`src/rtl/core/hwh_pkg.sv`:
```
// ---------------------------------------------------------------------------
// Hamming weight histogram package
// Shared constants, request codes and the queue entry type.
// ---------------------------------------------------------------------------
package hwh_pkg;

   localparam int OUTPUT_BYTES = 8;
   localparam int BYTE_BITS    = 8;
   localparam int DATA_W       = OUTPUT_BYTES * BYTE_BITS;
   localparam int NUM_CATS     = DATA_W + 1;
   localparam int CAT_W        = $clog2(NUM_CATS);
   localparam int COUNT_WIDTH  = 32;
   localparam int ACCUM_W      = 32;
   localparam int FIT_W        = 48;
   localparam int FRAC_W       = 16;
   localparam int SPARSE_W     = CAT_W + 2;

   localparam logic [1:0] REQ_SAMPLE  = 2'd0;
   localparam logic [1:0] REQ_FITNESS = 2'd1;
   localparam logic [1:0] REQ_END     = 2'd2;

   localparam logic [1:0] CSR_USED_BYTES = 2'd0;
   localparam logic [1:0] CSR_THRESHOLD  = 2'd1;
   localparam logic [1:0] CSR_CHECKED    = 2'd2;

   localparam logic [3:0]  USED_BYTES_RST = 4'd8;
   localparam logic [15:0] THRESHOLD_RST  = 16'd5;
   localparam logic [6:0]  CHECKED_RST    = 7'd65;

   typedef struct packed {
      logic [1:0]       req;
      logic [CAT_W-1:0] weight;
      logic             sel;
   } hwh_entry_type;

   // Byte count clamped to the width of the output word.
   function automatic logic [3:0] eff_bytes(input logic [3:0] used);
      logic [3:0] r;
      r = (used > 4'(OUTPUT_BYTES)) ? 4'(OUTPUT_BYTES) : used;
      return r;
   endfunction

endpackage

```
`src/rtl/core/hwh_front.sv`:
```
// ---------------------------------------------------------------------------
// Histogram front end
// Classifies a request and computes the masked Hamming weight of a sample.
// ---------------------------------------------------------------------------
module hwh_front (
   input  logic [1:0]                   req_type,
   input  logic [hwh_pkg::DATA_W-1:0]   req_output_bits,
   input  logic [7:0]                   req_reference_byte,
   input  logic [3:0]                   used_bytes,
   output hwh_pkg::hwh_entry_type       entry
);
   import hwh_pkg::*;

   logic [3:0]       eff;
   logic [3:0]       byte_cnt [OUTPUT_BYTES];
   logic [CAT_W-1:0] weight;

   assign eff = eff_bytes(used_bytes);

   always_comb begin
      for (int j = 0; j < OUTPUT_BYTES; j++) begin
         byte_cnt[j] = '0;
         if (4'(j) < eff) begin
            for (int b = 0; b < BYTE_BITS; b++) begin
               byte_cnt[j] = byte_cnt[j] + 4'(req_output_bits[j*BYTE_BITS+b]);
            end
         end
      end
      weight = '0;
      for (int j = 0; j < OUTPUT_BYTES; j++) begin
         weight = weight + CAT_W'(byte_cnt[j]);
      end
   end

   always_comb begin
      entry.req    = req_type;
      entry.weight = (req_type == REQ_SAMPLE) ? weight : '0;
      entry.sel    = req_reference_byte[BYTE_BITS-1];
   end

endmodule

```
`config.mk`:
```
export PLATFORM = sky130hd
export DESIGN_NAME = hwh_front
export DESIGN_NICKNAME = d
export VERILOG_FILES = /design/src/rtl/core/hwh_pkg.sv /design/src/rtl/core/hwh_front.sv
export SDC_FILE = /design/constraint.sdc
export NUM_CORES = 1
export LEC_CHECK = 0
export BUFFER_PORTS_ARGS = -buffer_cell sky130_fd_sc_hd__buf_4
export CAP_MARGIN = 20
export CORE_MARGIN = 3
export CORE_UTILIZATION = 36
export DETAILED_ROUTE_END_ITERATION = 8
export SLEW_MARGIN = 10
export SYNTH_ARGS = -nofsm -noshare
export SYNTH_HDL_FRONTEND = slang
export SYNTH_SLANG_ARGS = --single-unit
```
`constraint.sdc`:
```
create_clock -name vclk -period 9.33
set_clock_uncertainty 0.15 [all_clocks]
set_input_delay 1.3995 -clock vclk [all_inputs]
set_output_delay 1.3995 -clock vclk [all_outputs]
set_load 0.02 [all_outputs]
```
==> qor.csv <==
metric,value,unit
nets@finish,506,
WL final,4080,um
Core ar.,6390,um^2
Critical Path Max Stage Delay,0.55,ns
post-DP HPWL,4020,um
Area contributors post-synth,"fa_1, ha_1, inv_1",
"antenna viol nets, final",0,
vias in the first global route,1891,
Initial Util,0.373,
worst hold slack,2.65,ns
Synth area leader,fa_1,
Final Wtd Congestion,0.769,
cell mode on critical path,fa_1,
pre-CTS setup slack,0.384,ns
maximum clock frequency,113,MHz
Crit Path Class,in -> out,
Slew headroom,0.764,
die area,7630,um^2
"Cell Area, Placed",3040,um^2
max-slew violation count,0,
number of port buffers,79,
data arrival time of the critical path,7.34,ns
met1 Use GR,0.168,
grt met3 use,0.00662,
number of remaining DRC errors,0,
Critical Path RT,7.78,ns
"Setup Fix Bufs, Post-CTS",0,
gr ovfl total,0,
Final Setup Violations,0,
"Avg Cell Area, Syn",8.95,um^2
Post-CTS Resized,0,
crit path cell chain,"buf_4, inv_1, fa_1, fa_1, fa_1, inv_1, ha_1, fa_1, xor2_1, and2_1, fa_1, fa_1, fa_1, inv_1, fa_1, inv_1, ha_1, fa_1, a21o_2, a21oi_1, nor3_1, buf_4",
Die Span X,87.3,um
Seq cells,0,
Die H,87.3,um
Cells after Synth,266,
final worst setup slack,0.443,ns
PD cells,337,nW/um^2
drt first pass iters,4,
mapped cell area,2380,um^2
initial antenna violation count,0,
Hold WC Path Type,in -> out,
routed len/inst,9.77,um
top cell type's share of synthesized area,0.462,
# hold bufs at CTS,0,
routed vias,1782,
CP max stage cell,fa_1,
yosys synthesis warning count,0,
Critical Path Fanout Max,2,
Final Cycle Share,0.953,
initial DRC count,14,
grt peak-use layer,met2,
Fin Setup TNS,0,ns
"Distinct cells, synth",28,
Peak VDD IR,0.000313,V
share of cells above drive strength 1,0.256,
Layout area overhead,27.5,%
CP Launch Type,input pin,
Ports,88,
clock buffers,0,
DR vias/cell,4.27,
sequential-to-total area share from yosys stat,0,
Sequential cell area,0,um^2
antenna fix cells,0,
status,finished clean,
max cap viols,0,
row count,29,
design area,3040,um^2
Layout fillers,652,
Critical Path Sink Type,output pin,
"top cells by count, synth","inv_1, fa_1, ha_1",
GRT Resource Usage Total,0.119,
Lkg Pwr,1.74,nW
"count leader, synth",inv_1,
RSZ-0062 raised after global routing,false,
first-pass GRT wire length,7630,um
minimum clock period,8.89,ns
Final Hold Fails,0,
grt met2 use,0.214,
largest net degree at the start of global routing,14,
Worst-Margin Slew,0.350,ns
Syn Nets,430,
## cell usage in the layout (no fill, tap or decap)
cell	count
nor3b_1	5
ha_1	31
a21oi_1	10
a21oi_2	1
xor2_1	2
nor2_1	11
xnor2_1	7
nor3b_2	2
a211oi_2	1
a2111o_1	1
nor3_1	3
inv_1	103
buf_4	79
fa_1	55
nor3_2	1
nand3_1	1
o21a_1	1
and2_1	5
nand4_1	1
or2_1	1
nor4_2	1
o21ai_0	2
a21o_2	1
nor2b_1	7
nand2_1	3
nand2b_1	4
a31oi_2	1
## report_power, final
| part | switching [mW] | total [mW] | internal, mW |
|---|---|---|---|
| sequential | 0 | 0 | 0 |
| clock | 0 | 0 | 0 |
| combinational | 0.553 | 1.02 | 0.472 |
| total | 0.553 | 1.02 | 0.472 |
## layer usage
| metal | vias to the layer above | share of wire |
|---|---|---|
| li1 | 909 | - |
| met1 | 832 | 0.43 |
| met2 | 41 | 0.52 |
| met3 | 0 | 0.058 |
| met4 | 0 | 0 |
| met5 | - | 0 |
## metrics by stage
step / power (mW) / instances / utilization
4_1_cts: 1.06 / 417 / 0.475
6_report: 1.02 / 417 / 0.475
3_3_place_gp: 1.02 / 417 / 0.475
5_1_grt: 1.23 / 417 / 0.475
2_1_floorplan: 0.761 / 266 / -
3_5_place_dp: 1.06 / 417 / 0.475
## logic make-up after synthesis
| kind of cell | after synthesis | share of synthesized area |
|---|---|---|
| AOI/OAI and AO/OA | 18 | 0.0510 |
| xor gates and xnor gates | 9 | 0.0331 |
| adders and majority gates | 86 | 0.625 |
| buffers and inverters | 108 | 0.177 |
| and+or+nand+nor | 45 | 0.114 |
## final cells by class
| class | count | area [um^2] | area share |
|---|---|---|---|
| multi-input combinational | 158 | 1960 | 0.646 |
| timing repair buffer | 79 | 593 | 0.195 |
| inverter | 103 | 387 | 0.127 |
| tap | 77 | 96.3 | 0.0317 |
## worst paths after layout
path,from,cells after the start,endpoint
max,req_output_bits[56],22,entry[7]
min,req_reference_byte[7],0,entry[0]
## worst max-delay path, delay by kind of cell
kind            cells  cell delay (ns)
compound gates      2             0.37
xor+xnor            1             0.14
fa+ha+maj          11             4.76
buf+inv             6             0.41
simple gates        2             0.23
Power figures use the tool's default switching activity.
