<file path="config.mk">
export PLATFORM = sky130hd
export DESIGN_NAME = hwh_queue
export DESIGN_NICKNAME = d
export VERILOG_FILES = /design/src/rtl/core/hwh_pkg.sv /design/src/rtl/core/hwh_queue.sv
export SDC_FILE = /design/constraint.sdc
export NUM_CORES = 1
export LEC_CHECK = 0
export BUFFER_PORTS_ARGS = -buffer_cell sky130_fd_sc_hd__buf_2
export CAP_MARGIN = 5
export CELL_PAD_IN_SITES_DETAIL_PLACEMENT = 2
export CELL_PAD_IN_SITES_GLOBAL_PLACEMENT = 2
export CORE_MARGIN = 8
export CORE_UTILIZATION = 31
export DETAILED_ROUTE_END_ITERATION = 10
export PLACE_DENSITY_LB_ADDON = 0.1
export SLEW_MARGIN = 20
export SYNTH_ARGS = -nofsm -noshare
export SYNTH_HDL_FRONTEND = slang
export SYNTH_SLANG_ARGS = --single-unit
</file>
<file path="constraint.sdc">
create_clock -name clock -period 1.4 [get_ports clock]
set_clock_uncertainty 0.2 [all_clocks]
set_input_delay 0.07 -clock clock [delete_from_list [all_inputs] [get_ports clock]]
set_output_delay 0.07 -clock clock [all_outputs]
set_load 0.005 [all_outputs]
</file>
<file path="src/rtl/core/hwh_pkg.sv">
// ---------------------------------------------------------------------------
// Hamming weight histogram package
// Shared constants, request codes and the queue entry type.
// ---------------------------------------------------------------------------
package hwh_pkg;

   localparam int OUTPUT_BYTES = 8;
   localparam int BYTE_BITS    = 8;
   localparam int DATA_W       = OUTPUT_BYTES * BYTE_BITS;
   localparam int NUM_CATS     = DATA_W + 1;
   localparam int CAT_W        = $clog2(NUM_CATS);
   localparam int COUNT_WIDTH  = 32;
   localparam int ACCUM_W      = 32;
   localparam int FIT_W        = 48;
   localparam int FRAC_W       = 16;
   localparam int SPARSE_W     = CAT_W + 2;

   localparam logic [1:0] REQ_SAMPLE  = 2'd0;
   localparam logic [1:0] REQ_FITNESS = 2'd1;
   localparam logic [1:0] REQ_END     = 2'd2;

   localparam logic [1:0] CSR_USED_BYTES = 2'd0;
   localparam logic [1:0] CSR_THRESHOLD  = 2'd1;
   localparam logic [1:0] CSR_CHECKED    = 2'd2;

   localparam logic [3:0]  USED_BYTES_RST = 4'd8;
   localparam logic [15:0] THRESHOLD_RST  = 16'd5;
   localparam logic [6:0]  CHECKED_RST    = 7'd65;

   typedef struct packed {
      logic [1:0]       req;
      logic [CAT_W-1:0] weight;
      logic             sel;
   } hwh_entry_type;

   // Byte count clamped to the width of the output word.
   function automatic logic [3:0] eff_bytes(input logic [3:0] used);
      logic [3:0] r;
      r = (used > 4'(OUTPUT_BYTES)) ? 4'(OUTPUT_BYTES) : used;
      return r;
   endfunction

endpackage

</file>
<file path="src/rtl/core/hwh_queue.sv">
// ---------------------------------------------------------------------------
// Request queue
// Two-entry queue between the front end and the histogram engine.
// ---------------------------------------------------------------------------
module hwh_queue (
   input  logic                   clock,
   input  logic                   reset,
   input  logic                   push,
   input  hwh_pkg::hwh_entry_type push_entry,
   input  logic                   pop,
   output logic                   full,
   output logic                   not_empty,
   output hwh_pkg::hwh_entry_type head
);
   import hwh_pkg::*;

   hwh_entry_type slot_ff [2];
   logic          wr_ptr_ff, wr_ptr_in;
   logic          rd_ptr_ff, rd_ptr_in;
   logic [1:0]    cnt_ff, cnt_in;

   assign full      = (cnt_ff == 2'd2);
   assign not_empty = (cnt_ff != 2'd0);
   assign head      = slot_ff[rd_ptr_ff];

   always_comb begin
      wr_ptr_in = push ? ~wr_ptr_ff : wr_ptr_ff;
      rd_ptr_in = pop  ? ~rd_ptr_ff : rd_ptr_ff;
      cnt_in    = cnt_ff + 2'(push) - 2'(pop);
   end

   always_ff @(posedge clock) begin
      if (reset) begin
         wr_ptr_ff <= 1'b0;
         rd_ptr_ff <= 1'b0;
         cnt_ff    <= 2'd0;
      end else begin
         wr_ptr_ff <= wr_ptr_in;
         rd_ptr_ff <= rd_ptr_in;
         cnt_ff    <= cnt_in;
      end
   end

   always_ff @(posedge clock) begin
      if (push) begin
         slot_ff[wr_ptr_ff] <= push_entry;
      end
   end

endmodule

</file>
==> impl_metrics.toml <==
[setup_path]
cp_top_family = "flip-flops"
path_max_fanout = 6
worstSetupStartpointType = "flip-flop"
worst-path-buf-inv = 2
critical-path-top-cell-by-count = "buf_6"
required_ns = 1.13
crit_chain = "buf_6 -> mux2_4 -> buf_6"
critPathCaptureType = "output port"
cp_slowest_cell = "dfxtp_2"
worst-endpoint-arrival_ns = 1.25
critical_path.reg2reg.startpoint = "cnt_ff[0]$_SDFF_PP0_"
criticalPathCategory = "reg2out"
cp_slowest_stage_delay_ns = 0.37

[die]
placement_rows = 20
io_pins = 26
die_width_um = 71.1
design.core.area_mm2 = 0.00298
design.die.area_mm2 = 0.00505
floorplan.initialDensity = 0.316
die_h_um = 71.1

[layout]
areaGrowthSynthToFinish_pct = 51.3
final.fill_count = 284
post_route_cells_drive_above_1_share = 0.505
num-nets-final = 114
antenna-diode-count = 0
final_cell_mix = "20 x edfxtp_1, 15 x buf_2, 13 x dlygate4sd3_1"
mostFrequentLayoutCell = "edfxtp_1"

[cts]
clk_latency_ns = 0.32
cts_max_path_buffers = 2
cts_root_buf = "clkbuf_4"
clock-sinks = 25
clkTransAtPathRegs_ns = 0.13
tritoncts.num_buffers = 3
cts_tree = "done"
clock_tree.htree_level_count = 1

[pwr]
vdd_drop_max_uv = 605
cellLeakagePower_uw = 0.000580
post-layout-total-power_uw = 1560
power-per-cell-area_mw_per_mm2 = 1100

[global_routing]
grt_remaining_overflow = 0
globalRouteMet3Util = 0.0311
grt_pass1_wl_um = 3210
antenna_violations_before_repair = 0
vias_in_the_first_global_route = 658
grtUsageMet2 = 0.140
total_routing_usage_gr = 0.0816
busiest_layer = "met2"
use_met1 = 0.0847
grt_max_degree = 15

[status]
status = "complete, but fails checks"
violations = "negative setup slack"

[synthesis]
synth-simple-area-share = 0.0493
mappedNetlistNets = 68
synth-seq-area-share = 0.746
synth_top_family_by_area = "multiplexers"
synth_mux_area_frac = 0.120
gate_count_after_technology_mapping = 52
complex_gate_fraction_of_the_synthesized_area = 0
synth_xor_area_frac = 0.0426
synth_warnings = 0
post_synth_num_cell_types = 12
syn_area_per_cell_um2 = 18.1
postSynthRegisterBits = 25
syn-cell-area_um2 = 940
synth_fa_ha_area_frac = 0.0266

[drt]
initialDrtViolationCount = 9
antenna_violating_nets_post_route = 0
drt_first_pass_iters = 2
drt-vias-per-instance = 4.45
drt-total-wl_um = 1990
drc_errors = 0
via_count = 579
wirelength_per_cell_um = 15.3

[sta]
period_minus_slack_ns = 1.52
finalHoldViolations = 0
grt_setup_unrepaired = "yes"
min_period_over_period = 1.09
setup_viol_count_final = 10
fmax_mhz = 657
setup_ws_ns = -0.121
drv_slew = 0
setup-tns-final_ns = -1.11
timing_worst_slew_pin_value_ns = 0.187
max-slew-margin-rel = 0.874

[hold_path]
holdCritStartpoint = "pop"
hold_path.class = "in2reg"

[placement]
numPortBuffers = 25
globalplace.congestion = 0.609

[job]
count_of_max_cap_constraint_violations = 0
==> final timing paths <==
| path | cells past startpoint | endpoint | slack (ns) |
|---|---|---|---|
| worst max-delay path | 3 | head[1] | -0.12 |
| worst min-delay path | 4 | cnt_ff[1]$_SDFF_PP0_ | 0.08 |
| worst max register to register | 6 | cnt_ff[1]$_SDFF_PP0_ | 0.03 |
| worst min register to register | 2 | rd_ptr_ff$_SDFFE_PP0P_ | 0.34 |
==> synth_stat cells <==
master	instances	share of area
ha_1	2	0.027
buf_4	1	0.0080
inv_1	2	0.0080
nor2b_1	3	0.020
and2_1	1	0.0067
dfxtp_1	5	0.11
edfxtp_1	20	0.64
mux2_1	10	0.12
or2_1	1	0.0067
xnor2_1	2	0.019
nor2_1	4	0.016
xnor3_1	1	0.024
==> power by group <==
| part | internal (uW) | switching, uW | leakage [uW] |
|---|---|---|---|
| Sequential | 865 | 26.5 | 0.000230 |
| Combinational | 228 | 125 | 0.000332 |
| Clock | 107 | 214 | 0.0000177 |
==> worst register-to-register path, stage by stage (launching register included) <==
cell	delay, ns
dfxtp_2	0.37
inv_2	0.05
ha_4	0.25
inv_2	0.04
ha_4	0.14
xnor3_1	0.17
nor2_1	0.10
==> stage by stage <==
step	setup slack [ns]	hold WS, ns	utilization	instance area, um2	cells
after CTS	-0.148	0.0432	0.476	1420	131
after floorplan	0.0213	-0.0584	-	940	52
after detailed placement	-0.00445	0.0629	0.379	1130	113
after global routing	-0.194	0.0661	0.477	1420	130
final	-0.121	0.0778	0.477	1420	130
after global placement	0.0393	0.0590	0.379	1130	113
==> cell families after synthesis <==
kind of cell             after synthesis
adder cells (fa/ha/maj)                2
AND/OR/NAND/NOR                        9
buffers and inverters                  3
multiplexers                          10
XOR/XNOR                               3
flip-flops                            25
==> area by class of cell <==
class                      count  area, um2  area share
multi-input combinational     24        287       0.202
tap                           33       41.3      0.0290
inverter                       2       7.51     0.00528
timing repair buffer          42        355       0.250
clock buffer                   3       22.5      0.0158
sequential                    25        703       0.495
clock inverter                 1       5.00     0.00352
==> sequential cells by signal (all words and copies together), names as in the netlist, named ones only <==
signal	count
slot_ff	20
wr_ptr_ff	1
cnt_ff	2
rd_ptr_ff	1
==> what timing repair did <==
action,4_1_cts,5_1_grt
gates resized for setup,27,2
pin swaps,2,2
buffers inserted,1,0
hold buffers,13,0
endpoints found under the hold margin,25,0
setup endpoints to repair,12,13
==> per-layer routing <==
metal	vias up	routed length, um	share of wire
met1	289	736	0.37
met5	-	0	0
li1	277	-	-
met3	0	116	0.058
met2	13	1140	0.57
met4	0	0	0
Note: power is estimated with default switching activity, not from simulation.
